[src/rtl/assert_macros.svh]
// Assertion helpers of the scheduler RTL, included by dts_ctrl.
// Expects clk_i and rst_ni in the scope of every use.
`ifndef ASSERT_MACROS_SVH
`define ASSERT_MACROS_SVH

// Clocked property, switched off while reset is asserted
`define DTS_ASSERT(lbl, prop, msg) \
  lbl: assert property (@(posedge clk_i) disable iff (!rst_ni) prop) else $error(msg);

// Plain invariant on the current cycle
`define DTS_CHECK(lbl, cond, msg) `DTS_ASSERT(lbl, cond, msg)

`endif

[src/rtl/dts_ram.sv]
// Single-port-write, single-port-read synchronous RAM with a registered read output.
// Used for the task table and the dependent lists; no package dependency.
`timescale 1ns / 1ps

module dts_ram #(
  parameter int Width = 8,
  parameter int Depth = 64,
  localparam int AddrW = $clog2(Depth)
) (
  input  logic             clk_i,
  input  logic             rd_en_i,
  input  logic [AddrW-1:0] rd_addr_i,
  input  logic             wr_en_i,
  input  logic [AddrW-1:0] wr_addr_i,
  input  logic [Width-1:0] wr_data_i,
  output logic [Width-1:0] rd_data_o
);

  logic [Width-1:0] mem_q [Depth];
  logic [Width-1:0] rd_data_q;

  always_ff @(posedge clk_i) begin
    if (wr_en_i) begin
      mem_q[wr_addr_i] <= wr_data_i;
    end
    if (rd_en_i) begin
      rd_data_q <= mem_q[rd_addr_i];
    end
  end

  assign rd_data_o = rd_data_q;

endmodule

[config.mk]
export PLATFORM = sky130hd
export DESIGN_NAME = dts_ram
export DESIGN_NICKNAME = d
export VERILOG_FILES = /design/src/rtl/assert_macros.svh /design/src/rtl/dts_ram.sv
export SDC_FILE = /design/constraint.sdc
export NUM_CORES = 1
export LEC_CHECK = 0
export BUFFER_PORTS_ARGS = -buffer_cell sky130_fd_sc_hd__buf_2
export CAP_MARGIN = 20
export CORE_MARGIN = 4
export CORE_UTILIZATION = 40
export DETAILED_ROUTE_END_ITERATION = 6
export PLACE_DENSITY_LB_ADDON = 0.08
export SLEW_MARGIN = 20
export SYNTH_ARGS = -nofsm -noshare
export SYNTH_HDL_FRONTEND = slang
export SYNTH_SLANG_ARGS = --single-unit
[constraint.sdc]
create_clock -name clk_i -period 2.45 [get_ports clk_i]
set_input_delay 0.245 -clock clk_i [delete_from_list [all_inputs] [get_ports clk_i]]
set_output_delay 0.245 -clock clk_i [all_outputs]
set_load 0.05 [all_outputs]
### Word level (Yosys, flattened, before mapping)

Memories as Yosys holds them, arrays and structs flattened. A register that Yosys moved wholly into a read port is not among the register bits.
Index checks and enable logic that the tools add are counted.
W data, S select, Z words.

| cells by class | value |
|---|---|
| multiplexer cells | 2 |

Operators by type and width:

| operator | number |
|---|---|
| $mux W1 | 2 |

| storage, ports and cells | value |
|---|---|
| bits in registers | 0 |
| RAM bits | 512 |
| input bits | 23 |
| output and inout port bits | 8 |
| logic and storage cells | 3 |
| memories | 1 |

Memory list:

| name | depth | width | read ports | clocked after memory_dff | wr ports | RTL line | text |
|---|---|---|---|---|---|---|---|
| mem_q | 64 | 8 | 1 | 1 | 1 | dts_ram.sv:19 | `logic [Width-1:0] mem_q [Depth];` |

### Depth between registers and ports, before layout

| depth | value |
|---|---|
| word-level depth | 2 |
| gate-level depth with buffers | 9 |
| depth with buffers taken out | 5 |

### Least setup slack after synthesis

Ideal clock, no wire load.

| timing path | value |
|---|---|
| kind | input to register |
| start | input rd_addr_i[1] |
| end | register rd_data_q[3], in the netlist rd_data_o[3] (read register of mem_q) (data pin) |
| setup time | 0.266 ns |
| arrival | 1.785 ns |
| data required time | 2.184 ns |
| slack | 0.399 ns |
| stages on the path | 7 |
| buffers on the path | 3 |
| path through | buf_4 > buf_2 > buf_2 > mux4_2 > mux4_2 > o21ai_1 > o41ai_1 |

RTL lines:

| what | RTL line | text |
|---|---|---|
| from (decl) | dts_ram.sv:12 | `input logic [AddrW-1:0] rd_addr_i,` |
| to (decl) | dts_ram.sv:20 | `logic [Width-1:0] rd_data_q;` |

==> impl_metrics.json <==
{
  "yosys.area_share.simple": 0.0337,
  "share_of_synthesized_cell_area_in_full_adder_half_adder_and_majority_cells": 0,
  "slew_headroom": 0.443,
  "setup_total_negative_slack_ns": 0,
  "cts_buffers": 54,
  "cts_hold_buf": 0,
  "die_h_um": 233,
  "h-tree-depth": 2,
  "ys_warn_count": 0,
  "wire_length_of_the_first_global_routing_pass_um": 72300,
  "top_area_cell_type_share_of_the_netlist_area": 0.771,
  "detailed_place_hpwl_um": 31900,
  "cts_repair_resize_count": 0,
  "syn_nets": 963,
  "die-area_um2": 54300,
  "areaGrowthSynthToFinish_pct": 17.7,
  "run_status": "completed",
  "cap_violations": 0,
  "hold_path.startpoint": "rd_en_i",
  "final_setup_violations": 0,
  "grt_start_max_net_pins": 65,
  "initial_drc_count": 886,
  "final_period_minus_worst_setup_slack_ns": 2.19,
  "synth.cell_area_um2": 20200,
  "avgViaCountPerCell": 5.34,
  "cts_tree": "yes",
  "design_power_total_w": 0.0186,
  "startpoint": "mem_q[28][6]",
  "grtUsageTotal": 0.186,
  "worst_setup_path_end_kind": "flip-flop",
  "dominant_combinational_cell_family_by_area_after_synthesis": "multiplexers",
  "finish.net_count": 1142,
  "synth-xor-area-share": 0,
  "floorplan.io_pins": 31,
  "regToRegStartpoint": "mem_q[28][6]",
  "biggest_area_consumer_among_synthesized_cells": "sky130_fd_sc_hd__edfxtp_1",
  "crit_arrival_ns": 2.53,
  "synthesis.instances": 940,
  "worst_path_fanout_max": 1,
  "totalWireLength_um": 49100,
  "timing.fmax_mhz": 457,
  "post_synth_main_area_contributors": "sky130_fd_sc_hd__edfxtp_1 (77%), sky130_fd_sc_hd__mux4_2 (14%), sky130_fd_sc_hd__nor2_1 (1.5%), sky130_fd_sc_hd__mux2i_1 (1.1%), sky130_fd_sc_hd__mux2_2 (0.72%)",
  "count_of_fill_cells_added_during_filler_insertion": 4266,
  "synth_compound_area_frac": 0.0206,
  "min_period_over_period": 0.892,
  "insertion_delay_ns": 0.60,
  "layout-drive-gt1-share": 0.329,
  "cts_post_setup_buffers_inserted": 0,
  "first_global_vias": 10200,
  "tritoncts_num_sinks": 520,
  "power_density_nw_per_um2": 781,
  "place_congestion": 0.787,
  "dr_total_vias": 9789,
  "drc": 0,
  "drt_pass1_iterations": 5,
  "area.sequential_um2": 15600,
  "timing.critical_path.from_type": "flip-flop",
  "core_area_um2": 50100,
  "number_of_antenna_violations_at_the_first_check_in_global_routing": 0,
  "synth_seq_area_share": 0.771,
  "worst_setup_hold_path_clk_slew_ns": 0.06,
  "die_width_um": 233,
  "postSynthAreaPerCell_um2": 21.5,
  "max-vdd-ir-drop_v": 0.000531,
  "cts.path.max_buffers": 3,
  "synthMuxAreaShare": 0.159,
  "globalRouteOverflowTotal": 0,
  "fin_util": 0.476,
  "clock-root-buffer": "sky130_fd_sc_hd__clkbuf_16",
  "mostFrequentLayoutCells": "sky130_fd_sc_hd__edfxtp_1 (520), sky130_fd_sc_hd__buf_4 (132), sky130_fd_sc_hd__mux4_2 (126), sky130_fd_sc_hd__nor2_1 (83), sky130_fd_sc_hd__clkbuf_16 (57)",
  "timing.clock.skew_ns": 0.0166,
  "hold_viol": 0,
  "cp.required_ns": 2.79,
  "multiInputGateArea_um2": 4320,
  "setup.worst_path.class": "flip-flop to flip-flop",
  "port_buffers": 30,
  "grt_setup_unrepaired": "false",
  "hold_crit_class": "primary input to flip-flop",
  "core.rowCount": 82,
  "wl_per_cell_um": 26.8,
  "final_common_cell": "sky130_fd_sc_hd__edfxtp_1",
  "leakagePower_nw": 7.69,
  "drtAntennaViolNets": 0,
  "finalMaxSlewViolations": 0,
  "floorplan.initialDensity": 0.404,
  "synth.distinct_cells": 39,
  "timing_worst_slew_pin_value_ns": 0.836,
  "yosys_register_bits": 520
}
[worst max-delay path: stages (launching register included)]
cell and delay (ns):
sky130_fd_sc_hd__edfxtp_1 0.37, sky130_fd_sc_hd__mux4_2 0.46, sky130_fd_sc_hd__mux2_2 0.28, sky130_fd_sc_hd__o221a_2 0.28, sky130_fd_sc_hd__nor3_1 0.31, sky130_fd_sc_hd__buf_4 0.17, sky130_fd_sc_hd__o32ai_1 0.07
[cell families (layout without fill, tap and decap cells)]
logic type | Yosys count | count (layout)
buffers and inverters | 51 | 271
other | 0 | 1
AO/OA/AOI/OAI | 54 | 54
AND/OR/NAND/NOR | 153 | 153
flip-flops | 520 | 520
multiplexers | 162 | 162
[Yosys cell counts, drive strengths merged]
master	n
edfxtp	520
mux4	126
nor2	83
buf	34
mux2i	23
nand2	19
clkbuf	17
nor2b	14
mux2	13
nand3	13
o221ai	8
o22ai	8
nand2b	7
nor3	7
a221oi	6
a211oi	4
o21ai	4
a21oi	3
a22oi	3
nand3b	3
o2111ai	3
o2bb2ai	3
a2111oi	2
nand4	2
nor4	2
o21a	2
o221a	2
o32ai	2
o41ai	2
a31oi	1
and2	1
nand4b	1
o311ai	1
or3	1
[flip-flops by register name (all words and copies together) (netlist names)]
register / cells
mem_q: 512
rd_data_o: 8
[final timing paths]
check | endpoint | slack, ns | cells after the start
min | rd_data_o[6] | 0.05 | 1
max | rd_data_o[6] | 0.26 | 6
min reg2reg | rd_data_o[6] | 0.92 | 3
max reg2reg | rd_data_o[6] | 0.26 | 6
[report_power, final]
group          switching, W  total [W]  internal (W)
registers         0.0000262    0.00989       0.00987
logic              0.000632    0.00105      0.000420
clock network       0.00326    0.00768       0.00441
total               0.00392     0.0186        0.0147
[layer usage]
metal / wire [µm] / global-route usage / part of all wire
met2: 22600 / 0.285 / 0.46
met4: 1400 / 0.0514 / 0.028
met1: 23000 / 0.275 / 0.47
met3: 2180 / 0.0360 / 0.044
met5: 0 / 0 / 0
[metrics by stage]
stage                     setup WS (ns)  hold WS (ns)  instance area (µm²)  cells
after global routing              0.144        0.0228                23800   1832
after floorplan                   0.399         0.344                20200    940
after global placement           -0.196         0.657                22200   1735
after detailed placement         -0.189         0.657                22200   1735
after CTS                         0.176        0.0105                23800   1832
final                             0.264        0.0466                23800   1833
[cell type report]
class                           instances  share of cell area
Clock inverter                         26             0.00682
Clock buffer                           71              0.0620
Antenna cell                            1            0.000105
Timing Repair Buffer                  174              0.0596
Tap cell                              672              0.0353
Multi-Input combinational cell        369               0.181
Sequential cell                       520               0.655
No activity file was read; power rests on OpenSTA's default activity.
